[config.mk]
export PLATFORM = sky130hd
export DESIGN_NAME = serial_image_frame_receiver
export DESIGN_NICKNAME = d
export VERILOG_FILES = /design/src/rtl/sifr_pkg.sv /design/src/rtl/sifr_parse.sv /design/src/rtl/sifr_outbuf.sv /design/src/rtl/serial_image_frame_receiver.sv
export SDC_FILE = /design/constraint.sdc
export NUM_CORES = 1
export LEC_CHECK = 0
export ABC_AREA = 1
export BUFFER_PORTS_ARGS = -buffer_cell sky130_fd_sc_hd__clkbuf_2
export CORE_ASPECT_RATIO = 1.25
export CORE_MARGIN = 8
export CORE_UTILIZATION = 65
export CTS_BUF_LIST = sky130_fd_sc_hd__clkbuf_16
export CTS_CLUSTER_DIAMETER = 60
export DETAILED_ROUTE_END_ITERATION = 8
export PLACE_DENSITY = 0.92
export SETUP_SLACK_MARGIN = 0.15
export SLEW_MARGIN = 20
export SYNTH_ARGS = -nofsm -noshare
export SYNTH_HDL_FRONTEND = slang
export SYNTH_SLANG_ARGS = --single-unit
[constraint.sdc]
create_clock -name i_clk -period 8.2 [get_ports i_clk]
set_clock_uncertainty 0.2 [all_clocks]
set_input_delay 0.41 -clock i_clk [delete_from_list [all_inputs] [get_ports i_clk]]
set_output_delay 0.41 -clock i_clk [all_outputs]
set_load 0.005 [all_outputs]
[src/rtl/sifr_pkg.sv]
`timescale 1ns / 1ps

package sifr_pkg;

    localparam int unsigned WORD_W = 32;
    localparam int unsigned BYTE_W = 8;
    localparam int unsigned EV_W   = 2;
    localparam int unsigned CNT_W  = 3;

    // result kinds
    localparam logic [EV_W-1:0] EV_WRITE     = 2'd0;
    localparam logic [EV_W-1:0] EV_ACCEPT    = 2'd1;
    localparam logic [EV_W-1:0] EV_BAD_MAGIC = 2'd2;

    // parser phase
    localparam logic PH_HEADER  = 1'b0;
    localparam logic PH_PAYLOAD = 1'b1;

    // header byte positions
    localparam logic [CNT_W-1:0] HDR_LAST = 3'd7;

    // configuration register indexes
    localparam logic CFG_EXPECTED_MAGIC = 1'b0;
    localparam logic CFG_LOAD_BASE      = 1'b1;

    typedef struct packed {
        logic [EV_W-1:0]   ev;
        logic [WORD_W-1:0] addr;
        logic [BYTE_W-1:0] data;
        logic [WORD_W-1:0] value;
        logic              last;
    } t_result;

endpackage

[src/rtl/sifr_parse.sv]
`timescale 1ns / 1ps

module sifr_parse
    import sifr_pkg::*;
(
    input  logic              i_clk,
    input  logic              i_rst_n,
    input  logic              i_accept,
    input  logic [BYTE_W-1:0] i_byte,
    input  logic [WORD_W-1:0] i_expected_magic,
    input  logic [WORD_W-1:0] i_load_base,
    output logic              o_push,
    output t_result           o_res
);

    logic              r_phase;
    logic [CNT_W-1:0]  r_hdr_cnt;
    logic [WORD_W-1:0] r_magic;
    logic [WORD_W-1:0] r_length;
    logic [WORD_W-1:0] r_left;
    logic [WORD_W-1:0] r_offset;

    logic              n_phase;
    logic [CNT_W-1:0]  n_hdr_cnt;
    logic [WORD_W-1:0] n_magic;
    logic [WORD_W-1:0] n_length;
    logic [WORD_W-1:0] n_left;
    logic [WORD_W-1:0] n_offset;

    logic              fin;
    logic [WORD_W-1:0] len_full;

    always_comb begin
        n_phase   = r_phase;
        n_hdr_cnt = r_hdr_cnt;
        n_magic   = r_magic;
        n_length  = r_length;
        n_left    = r_left;
        n_offset  = r_offset;
        o_push    = 1'b0;
        o_res     = '0;
        fin       = (r_left <= WORD_W'(1));
        len_full  = {i_byte, r_length[WORD_W-1:BYTE_W]};

        if (i_accept) begin
            if (r_phase == PH_PAYLOAD) begin
                o_push     = 1'b1;
                o_res.ev   = EV_WRITE;
                o_res.addr = i_load_base + r_offset;
                o_res.data = i_byte;
                o_res.last = fin;
                if (fin) begin
                    n_phase   = PH_HEADER;
                    n_hdr_cnt = '0;
                    n_magic   = '0;
                    n_length  = '0;
                    n_left    = '0;
                    n_offset  = '0;
                end else begin
                    n_left   = r_left - WORD_W'(1);
                    n_offset = r_offset + WORD_W'(1);
                end
            end else begin
                if (!r_hdr_cnt[CNT_W-1]) begin
                    n_magic = {i_byte, r_magic[WORD_W-1:BYTE_W]};
                end else begin
                    n_length = len_full;
                end
                if (r_hdr_cnt != HDR_LAST) begin
                    n_hdr_cnt = r_hdr_cnt + CNT_W'(1);
                end else begin
                    o_push    = 1'b1;
                    n_hdr_cnt = '0;
                    n_magic   = '0;
                    n_length  = '0;
                    n_left    = '0;
                    n_offset  = '0;
                    if (r_magic != i_expected_magic) begin
                        o_res.ev    = EV_BAD_MAGIC;
                        o_res.value = r_magic;
                    end else begin
                        o_res.ev    = EV_ACCEPT;
                        o_res.value = len_full;
                        o_res.last  = (len_full == '0);
                        if (len_full != '0) begin
                            n_phase = PH_PAYLOAD;
                            n_left  = len_full;
                        end
                    end
                end
            end
        end
    end

    always_ff @(posedge i_clk) begin
        if (!i_rst_n) begin
            r_phase   <= PH_HEADER;
            r_hdr_cnt <= '0;
            r_magic   <= '0;
            r_length  <= '0;
            r_left    <= '0;
            r_offset  <= '0;
        end else begin
            r_phase   <= n_phase;
            r_hdr_cnt <= n_hdr_cnt;
            r_magic   <= n_magic;
            r_length  <= n_length;
            r_left    <= n_left;
            r_offset  <= n_offset;
        end
    end

    a_bad_magic_restarts: assert property (@(posedge i_clk) disable iff (!i_rst_n)
        (o_push && o_res.ev == EV_BAD_MAGIC) |=> (r_phase == PH_HEADER && r_hdr_cnt == '0))
        else $error("bad magic did not restart header");

    a_last_ends_load: assert property (@(posedge i_clk) disable iff (!i_rst_n)
        (o_push && o_res.last) |=> (r_phase == PH_HEADER))
        else $error("load still open after last result");

    a_payload_has_bytes: assert property (@(posedge i_clk) disable iff (!i_rst_n)
        (r_phase == PH_PAYLOAD) |-> (r_left != '0))
        else $error("payload phase with no bytes left");

endmodule

[src/rtl/sifr_outbuf.sv]
`timescale 1ns / 1ps

module sifr_outbuf
    import sifr_pkg::*;
(
    input  logic    i_clk,
    input  logic    i_rst_n,
    input  logic    i_push,
    input  t_result i_res,
    output logic    o_room,
    output logic    o_valid,
    input  logic    i_ready,
    output t_result o_res
);

    t_result    r_buf [2];
    logic       r_rd_ptr;
    logic       r_wr_ptr;
    logic [1:0] r_count;
    logic       pop;

    assign o_room  = (r_count != 2'd2);
    assign o_valid = (r_count != 2'd0);
    assign o_res   = r_buf[r_rd_ptr];
    assign pop     = o_valid && i_ready;

    always_ff @(posedge i_clk) begin
        if (i_push) begin
            r_buf[r_wr_ptr] <= i_res;
        end
    end

    always_ff @(posedge i_clk) begin
        if (!i_rst_n) begin
            r_rd_ptr <= 1'b0;
            r_wr_ptr <= 1'b0;
            r_count  <= 2'd0;
        end else begin
            if (i_push) begin
                r_wr_ptr <= ~r_wr_ptr;
            end
            if (pop) begin
                r_rd_ptr <= ~r_rd_ptr;
            end
            case ({i_push, pop})
                2'b10:   r_count <= r_count + 2'd1;
                2'b01:   r_count <= r_count - 2'd1;
                default: r_count <= r_count;
            endcase
        end
    end

    a_count_bound: assert property (@(posedge i_clk) disable iff (!i_rst_n)
        r_count <= 2'd2)
        else $error("output buffer overfilled");

    a_pop_drains: assert property (@(posedge i_clk) disable iff (!i_rst_n)
        (pop && !i_push) |=> (r_count == $past(r_count) - 2'd1))
        else $error("pop did not drain buffer");

    a_ptrs_track: assert property (@(posedge i_clk) disable iff (!i_rst_n)
        (r_count == 2'd0 || r_count == 2'd2) |-> (r_rd_ptr == r_wr_ptr))
        else $error("buffer pointers out of step");

endmodule

[src/rtl/serial_image_frame_receiver.sv]
`timescale 1ns / 1ps

// channel   dir  handshake                  payload
// s (rx)    in   i_s_tvalid / o_s_tready    i_s_tdata = rx_byte
// m (res)   out  o_m_tvalid / i_m_tready    o_m_tdata, o_m_tuser = event_res, o_m_tlast = last
// cfg       in   i_cfg_we (no wait)         i_cfg_index, i_cfg_wdata
//
// one byte per cycle while o_s_tready is high: the parser state updates at the transfer
// and the result is written into a two-entry output buffer, visible the following cycle
// o_s_tready drops only while both output entries are full
// synchronous active-low reset clears parser state, buffer and both registers

module serial_image_frame_receiver
    import sifr_pkg::*;
(
    input  logic                  i_clk,
    input  logic                  i_rst_n,
    input  logic                  i_s_tvalid,
    output logic                  o_s_tready,
    input  logic [7:0]            i_s_tdata,   // [7:0] rx_byte
    output logic                  o_m_tvalid,
    input  logic                  i_m_tready,
    output logic [71:0]           o_m_tdata,   // [31:0] write_address, [39:32] write_data,
                                               // [71:40] reported_value
    output logic [EV_W-1:0]       o_m_tuser,   // [1:0] event_res
    output logic                  o_m_tlast,
    input  logic                  i_cfg_we,
    input  logic                  i_cfg_index,
    input  logic [WORD_W-1:0]     i_cfg_wdata
);

    logic [WORD_W-1:0] r_expected_magic;
    logic [WORD_W-1:0] r_load_base;
    logic              accept;
    logic              push;
    logic              room;
    t_result           res_in;
    t_result           res_out;

    always_ff @(posedge i_clk) begin
        if (!i_rst_n) begin
            r_expected_magic <= '0;
            r_load_base      <= '0;
        end else if (i_cfg_we) begin
            unique case (i_cfg_index)
                CFG_EXPECTED_MAGIC: r_expected_magic <= i_cfg_wdata;
                CFG_LOAD_BASE:      r_load_base      <= i_cfg_wdata;
            endcase
        end
    end

    assign o_s_tready = room;
    assign accept     = i_s_tvalid && room;

    sifr_parse u_parse (
        .i_clk            (i_clk),
        .i_rst_n          (i_rst_n),
        .i_accept         (accept),
        .i_byte           (i_s_tdata),
        .i_expected_magic (r_expected_magic),
        .i_load_base      (r_load_base),
        .o_push           (push),
        .o_res            (res_in)
    );

    sifr_outbuf u_outbuf (
        .i_clk   (i_clk),
        .i_rst_n (i_rst_n),
        .i_push  (push),
        .i_res   (res_in),
        .o_room  (room),
        .o_valid (o_m_tvalid),
        .i_ready (i_m_tready),
        .o_res   (res_out)
    );

    assign o_m_tdata = {res_out.value, res_out.data, res_out.addr};
    assign o_m_tuser = res_out.ev;
    assign o_m_tlast = res_out.last;

endmodule

# ---- Word level (Yosys, flattened, before mapping)
# Memories as Yosys holds them, arrays and structs flattened. A register that Yosys moved wholly into a read port is not among the register bits.
# Index checks and enable logic that the tools add are counted.
dict set report totals {
  ff_bits 200
  mem_bits_rw 150
  inputBits 46
  output_inout_bits 77
  wordCells 84
  mem_count 1
}
# name words width read_ports rd_ports_with_merged_regs wr line
set memory_table {}
lappend memory_table {u_outbuf.r_buf 2 75 1 1 1 sifr_outbuf.sv:16} ;# t_result r_buf [2];
dict set report op_classes {
  add_sub_neg 6
  magnitude_cmp 1
  n_eq_ne 9
  muxes 41
  bitwise_logic 3
  reduce_logical 12
}
# operator count
set ops {}
lappend ops {{$mux W32} 17}
lappend ops {{$mux W75} 1}
lappend ops {{$mux W40} 1}
lappend ops {{$mux W33} 1}
lappend ops {{$add A32 B1 Y32 const B} 1}
lappend ops {{$add A32 B32 Y32} 1}
lappend ops {{$le A32 B1 Y1 const B} 1}
lappend ops {{$logic_not A32 Y1} 1}
lappend ops {{$ne A32 B32 Y1} 1}
lappend ops {{$reduce_bool A32 Y1} 1}
lappend ops {{$sub A32 B1 Y32 const B} 1}
lappend ops {{$mux W1} 14}
lappend ops {{$mux W3} 3}
lappend ops {{$reduce_and A2 Y1} 4}
lappend ops {{$mux W2} 3}
lappend ops {{$reduce_and A3 Y1} 2}
lappend ops {{$ne A2 B2 Y1 const B} 2}
lappend ops {{$pmux W2 S2} 1}
lappend ops {{$reduce_bool A2 Y1} 2}
lappend ops {{$add A3 B1 Y3 const B} 1}
lappend ops {{$ne A3 B1 Y1 const B} 1}
lappend ops {{$ne A3 B2 Y1 const B} 1}
lappend ops {{$ne A3 B3 Y1 const B} 1}
lappend ops {{$not A1 Y1} 3}
lappend ops {{6 further kinds} 7}

# ---- Logic depth before layout (Yosys ltp)
dict set report logic_depth {
  ltp_word 6
  depth_mapped 15
  depth_no_buf 14
}

# ---- Modules after synthesis
# From an unflattened synthesis, not the netlist that was laid out.
dict set report hier_totals {
  cells_unflattened 2351
  area_unflattened_um2 18303.8
}
# mod n_inst cells_each area_each_um2 seq_area_each_um2
set by_module_without_submodules {}
lappend by_module_without_submodules {sifr_parse 1 1729 9890.7 2482.4}
lappend by_module_without_submodules {sifr_outbuf 1 269 5849.4 4604.4}
lappend by_module_without_submodules {serial_image_frame_receiver 1 353 2563.7 1281.2}

# ---- Worst setup path after synthesis
# OpenSTA, ideal clock, no wires.
dict set report synth_timing {
  path_type {register -> register}
  from {reg u_parse.r_hdr_cnt[0]}
  to {mem u_outbuf.r_buf[1][0] in the netlist's numbering, enable pin}
  setup_ns 0.511
  t_arrival_ns 4.382
  required_ns 7.489
  setup_slack_ns 3.107
  stages_incl_launch_ff 8
  n_path_buf 1
  period_less_slack_ns 5.093
  cell_sequence {dfxtp_1 ha_1 ha_1 nor2_1 nor2_4 inv_2 buf_1 nor2_1}
}
dict set report synth_between {
  elab_chain_len 6
}
# item line
set synth_lines {}
lappend synth_lines {{start: declaration} sifr_parse.sv:17} ;# logic [CNT_W-1:0] r_hdr_cnt;
lappend synth_lines {{start signal: assignment} sifr_parse.sv:105} ;# r_hdr_cnt <= n_hdr_cnt;
lappend synth_lines {{$ne A3 B3 Y1} sifr_parse.sv:69} ;# if (r_hdr_cnt != HDR_LAST) begin
lappend synth_lines {{$mux W1} sifr_parse.sv:69}
lappend synth_lines {{$mux W1} sifr_parse.sv:46} ;# if (r_phase == PH_PAYLOAD) begin
lappend synth_lines {{$mux W1} sifr_parse.sv:45} ;# if (i_accept) begin
lappend synth_lines {{$mux W1} sifr_outbuf.sv:28} ;# if (i_push) begin
lappend synth_lines {{$mux W1 (not written as such)} sifr_outbuf.sv:29} ;# r_buf[r_wr_ptr] <= i_res;
lappend synth_lines {{end: declaration} sifr_outbuf.sv:16}
# No other way between the ends.

# ---- Worst setup path after layout
dict set report layout_timing {
  from {reg u_parse.r_hdr_cnt[0]}
  to {mem u_outbuf.r_buf[1][8] in the netlist's numbering, enable pin}
}
# The elaborated chain is that of the path after synthesis.

==> results.txt <==
----------------------------------------------------
[Run status]
  Run status ... completed

[Setup path]
  Worst Path Class, Setup ... reg -> reg
  Arrival time at the worst endpoint ... 4.04 ns
  CP Data Required Time ... 8.14 ns
  Kind of end point of the critical path ... flop
  Category of the worst setup path launch point ... flop
  Crit path max fanout ... 59

[Pwr]
  P_int ... 2.96 mW
  Share of power burned in registers ... 47.1%
  Pwr Density ... 212 nW/um^2
  Largest vdd supply drop ... 0.255 mV
  Share of power burned in combinational logic ... 17.1%
  Pleak ... 8.61 nW
  Proportion of power drawn by the clock network ... 35.8%
  Switching power ... 1.20 mW
  Net switching fraction of the power ... 28.8%

[Layout]
  Fraction of final layout cells with drive strength greater than 1 ... 11.9%
  Diodes inserted ... 0
  Most used cells in the layout excluding fill and tap cells ... sky130_fd_sc_hd__nand2_1, sky130_fd_sc_hd__nor2_1, sky130_fd_sc_hd__inv_1
  Most common cell after layout, fill and taps aside ... sky130_fd_sc_hd__nand2_1
  Synth-to-Final Area Change ... 10.9%
  Number of nets in the layout ... 2456
  Final core utilization ... 73.3%

[Floorplanning]
  Std-Cell Core Area ... 26700 um^2
  Die height ... 200 um
  Starting density of the core ... 66.1%
  # IOs ... 123
  Die Area ... 32700 um^2
  Die extent in x ... 163 um
  Placement row count ... 67

[Timing]
  Final period util ... 50.0%
  Final Max Slew Viols ... 0
  Shortest period the worst path allows ... 4.10 ns
  Count of final hold-check violations ... 0
  Worst Max-Slew Pin Slew ... 1.11 ns
  Maximum clock frequency ... 244 MHz
  Worst slew margin relative to its limit ... 26.1%
  Finish-stage setup viols ... 0
  RSZ-0062 raised after global routing ... no
  Setup TNS ... 0 ns

[Clocking]
  Number of clock sinks ... 343
  Post-CTS setup-driven buffer insertion count ... 0
  Count of instances resized after the clock tree is built ... 0
  CTS tree ... yes
  Root Driver ... sky130_fd_sc_hd__clkbuf_16
  Number of buffers inserted during clock tree synthesis ... 34
  Maximum root-to-sink buffer count ... 3
  Insertion delay to the later sink of the worst-skew pair ... 0.52 ns
  Number of hold buffers added after CTS ... 6
  Number of levels in the clock H-tree ... 2
  Clock slew at the register clock pins of the worst setup and hold paths ... 0.06 ns

[Global route]
  Pin count of the biggest net entering global routing ... 84
  Total global-route track usage ... 31.4%
  Number of global-route vias before repair ... 16200
  GR met2 Demand/Resource ... 53.0%
  GRT Residual Overflow ... 0
  First-pass GRT wire length ... 82300 um
  Met1 routing resource usage after global routing ... 33.3%
  Routing layer with the top usage in global route ... met2
  Global-route track usage on met3 ... 5.38%
  Number of antenna violations at the first check in global routing ... 0

[Route]
  DR vias ... 16400
  Starting DRC count in detailed routing ... 1479
  Routed Antenna Nets ... 0
  Residual DRC count ... 0
  TritonRoute pass-1 iters ... 7
  Final wirelength ... 52400 um
  Vias per std cell ... 5.98
  Detail-routed net length per standard cell ... 19.1 um

[Synth]
  Netlist area before placement ... 17700 um^2
  Yosys Warn Count ... 0
  Mean post-synth cell area ... 7.73 um^2
  Top cell type's share of synthesized area ... 25.5%
  Synth area leader ... sky130_fd_sc_hd__edfxtp_1
  Most area-consuming cells after synthesis ... sky130_fd_sc_hd__edfxtp_1, sky130_fd_sc_hd__dfxtp_1, sky130_fd_sc_hd__nand2_1
  Part of the Yosys area used for sequential elements ... 47.4%
  Number of distinct library cells after synthesis ... 40
  Flop and latch count out of synthesis ... 343
  Synthesized instance count ... 2284
  Post-synthesis net count ... 2369

[Place]
  Port Buf Inserts ... 122
  Routability cong. ... 0.962
  Final HPWL from detailed placement ... 36400 um

[Job]
  Max Cap Violations ... 0

[Worst hold path]
  Worst hold path class ... in -> reg

----------------------------------------------------
[through the flow]
step                      total power, mW  cell area (um^2)  setup WS, ns  hold slack (ns)  cells
after CTS                            4.13             19600          3.99         0.000169   2740
after global placement               2.64             18500          4.18            0.226   2673
after floorplan                      2.44             17700          3.11            0.226   2284
after detailed placement             2.67             18500          4.06            0.243   2673
final                                4.15             19600          4.10          0.00408   2741
after global routing                 4.30             19600          3.90           0.0102   2741
[state kept, by name, summed over array words and instances, names as in the netlist, named ones only]
name               cells
u_outbuf.r_buf       150
r_expected_magic      32
r_load_base           32
u_parse.r_left        32
u_parse.r_magic       32
u_parse.r_offset      32
u_parse.r_length      24
u_parse.r_hdr_cnt      3
u_outbuf.r_count       2
u_outbuf.r_rd_ptr      1
u_outbuf.r_wr_ptr      1
u_parse.r_phase        1
[cell type report]
| type | count | area [um^2] |
|---|---|---|
| Sequential cell | 343 | 8370 |
| Tap cell | 345 | 432 |
| Clock inverter | 26 | 164 |
| Inverter | 243 | 912 |
| Multi-Input combinational cell | 1607 | 8050 |
| Clock buffer | 35 | 876 |
| Timing Repair Buffer | 142 | 791 |
| Fill cell | 1932 | 7150 |
[cells by family after synthesis]
group                    Yosys count  share of synthesized area, %
AO/OA/AOI/OAI                    289                          8.46
adder cells (fa/ha/maj)           39                          2.80
XOR/XNOR                          45                          2.23
flip-flops                       343                          47.4
multiplexers                      75                          4.78
buffers and inverters            334                          7.30
AND/OR/NAND/NOR                 1159                          27.1
[synth_stat cells]
cell                         n
sky130_fd_sc_hd__nand2_1   581
sky130_fd_sc_hd__nor2_1    352
sky130_fd_sc_hd__inv_1     239
sky130_fd_sc_hd__dfxtp_1   193
sky130_fd_sc_hd__edfxtp_1  150
sky130_fd_sc_hd__o21ai_0   142
sky130_fd_sc_hd__a21oi_1   127
sky130_fd_sc_hd__nand3_1   123
sky130_fd_sc_hd__mux2_2     75
sky130_fd_sc_hd__clkbuf_1   68
sky130_fd_sc_hd__nand4_1    57
sky130_fd_sc_hd__ha_1       38
sky130_fd_sc_hd__xor2_1     26
sky130_fd_sc_hd__buf_2      19
sky130_fd_sc_hd__nor3_1     19
sky130_fd_sc_hd__xnor2_1    19
sky130_fd_sc_hd__o21a_1      7
sky130_fd_sc_hd__o21bai_1    6
sky130_fd_sc_hd__or2_2       5
sky130_fd_sc_hd__nor3b_1     4
sky130_fd_sc_hd__a211oi_1    3
sky130_fd_sc_hd__and2_1      3
sky130_fd_sc_hd__inv_2       3
sky130_fd_sc_hd__nand2_2     3
sky130_fd_sc_hd__nor2_2      3
sky130_fd_sc_hd__buf_1       2
sky130_fd_sc_hd__nand3b_1    2
sky130_fd_sc_hd__nor2_4      2
sky130_fd_sc_hd__nor4_1      2
sky130_fd_sc_hd__a21o_1      1
sky130_fd_sc_hd__a31o_2      1
sky130_fd_sc_hd__a31oi_1     1
sky130_fd_sc_hd__buf_4       1
sky130_fd_sc_hd__buf_6       1
sky130_fd_sc_hd__clkinv_1    1
sky130_fd_sc_hd__fa_1        1
sky130_fd_sc_hd__nand2_4     1
sky130_fd_sc_hd__nor2_8      1
sky130_fd_sc_hd__nor3b_2     1
sky130_fd_sc_hd__o21ai_1     1
[path summary, 6_finish.rpt]
kind / start / to / slack (ns) / cells past startpoint
max: u_parse.r_hdr_cnt[0] / u_outbuf.r_buf[1][8] / 4.10 / 8
min: i_cfg_wdata[24] / r_expected_magic[24] / 0.004 / 3
max reg2reg: u_parse.r_hdr_cnt[0] / u_outbuf.r_buf[1][8] / 4.10 / 8
min reg2reg: u_outbuf.r_rd_ptr / flop / 0.26 / 1
[power by group through the flow]
stage	Clock [mW]	Sequential, mW	Combinational (mW)
2_1_floorplan	0	1.94	0.498
3_3_place_gp	0	1.98	0.662
3_5_place_dp	0	1.99	0.681
4_1_cts	1.48	1.95	0.693
5_1_grt	1.56	1.96	0.782
6_report	1.48	1.96	0.710
[routing by layer]
metal  share of wire [%]  wire length [um]
met5                   0                 0
met4                 9.6              5010
met3                 8.4              4380
met2                  49             25600
met1                  33             17400
[critical path, cell delays in order, from the launching register on]
cell,delay [ns]
sky130_fd_sc_hd__dfxtp_1,0.35
sky130_fd_sc_hd__ha_1,0.19
sky130_fd_sc_hd__ha_1,0.25
sky130_fd_sc_hd__nor2_4,0.13
sky130_fd_sc_hd__nor2_4,0.13
sky130_fd_sc_hd__buf_4,0.49
sky130_fd_sc_hd__inv_2,0.44
sky130_fd_sc_hd__nor2_4,0.77
sky130_fd_sc_hd__buf_4,0.67
Power figures use the tool's default switching activity.
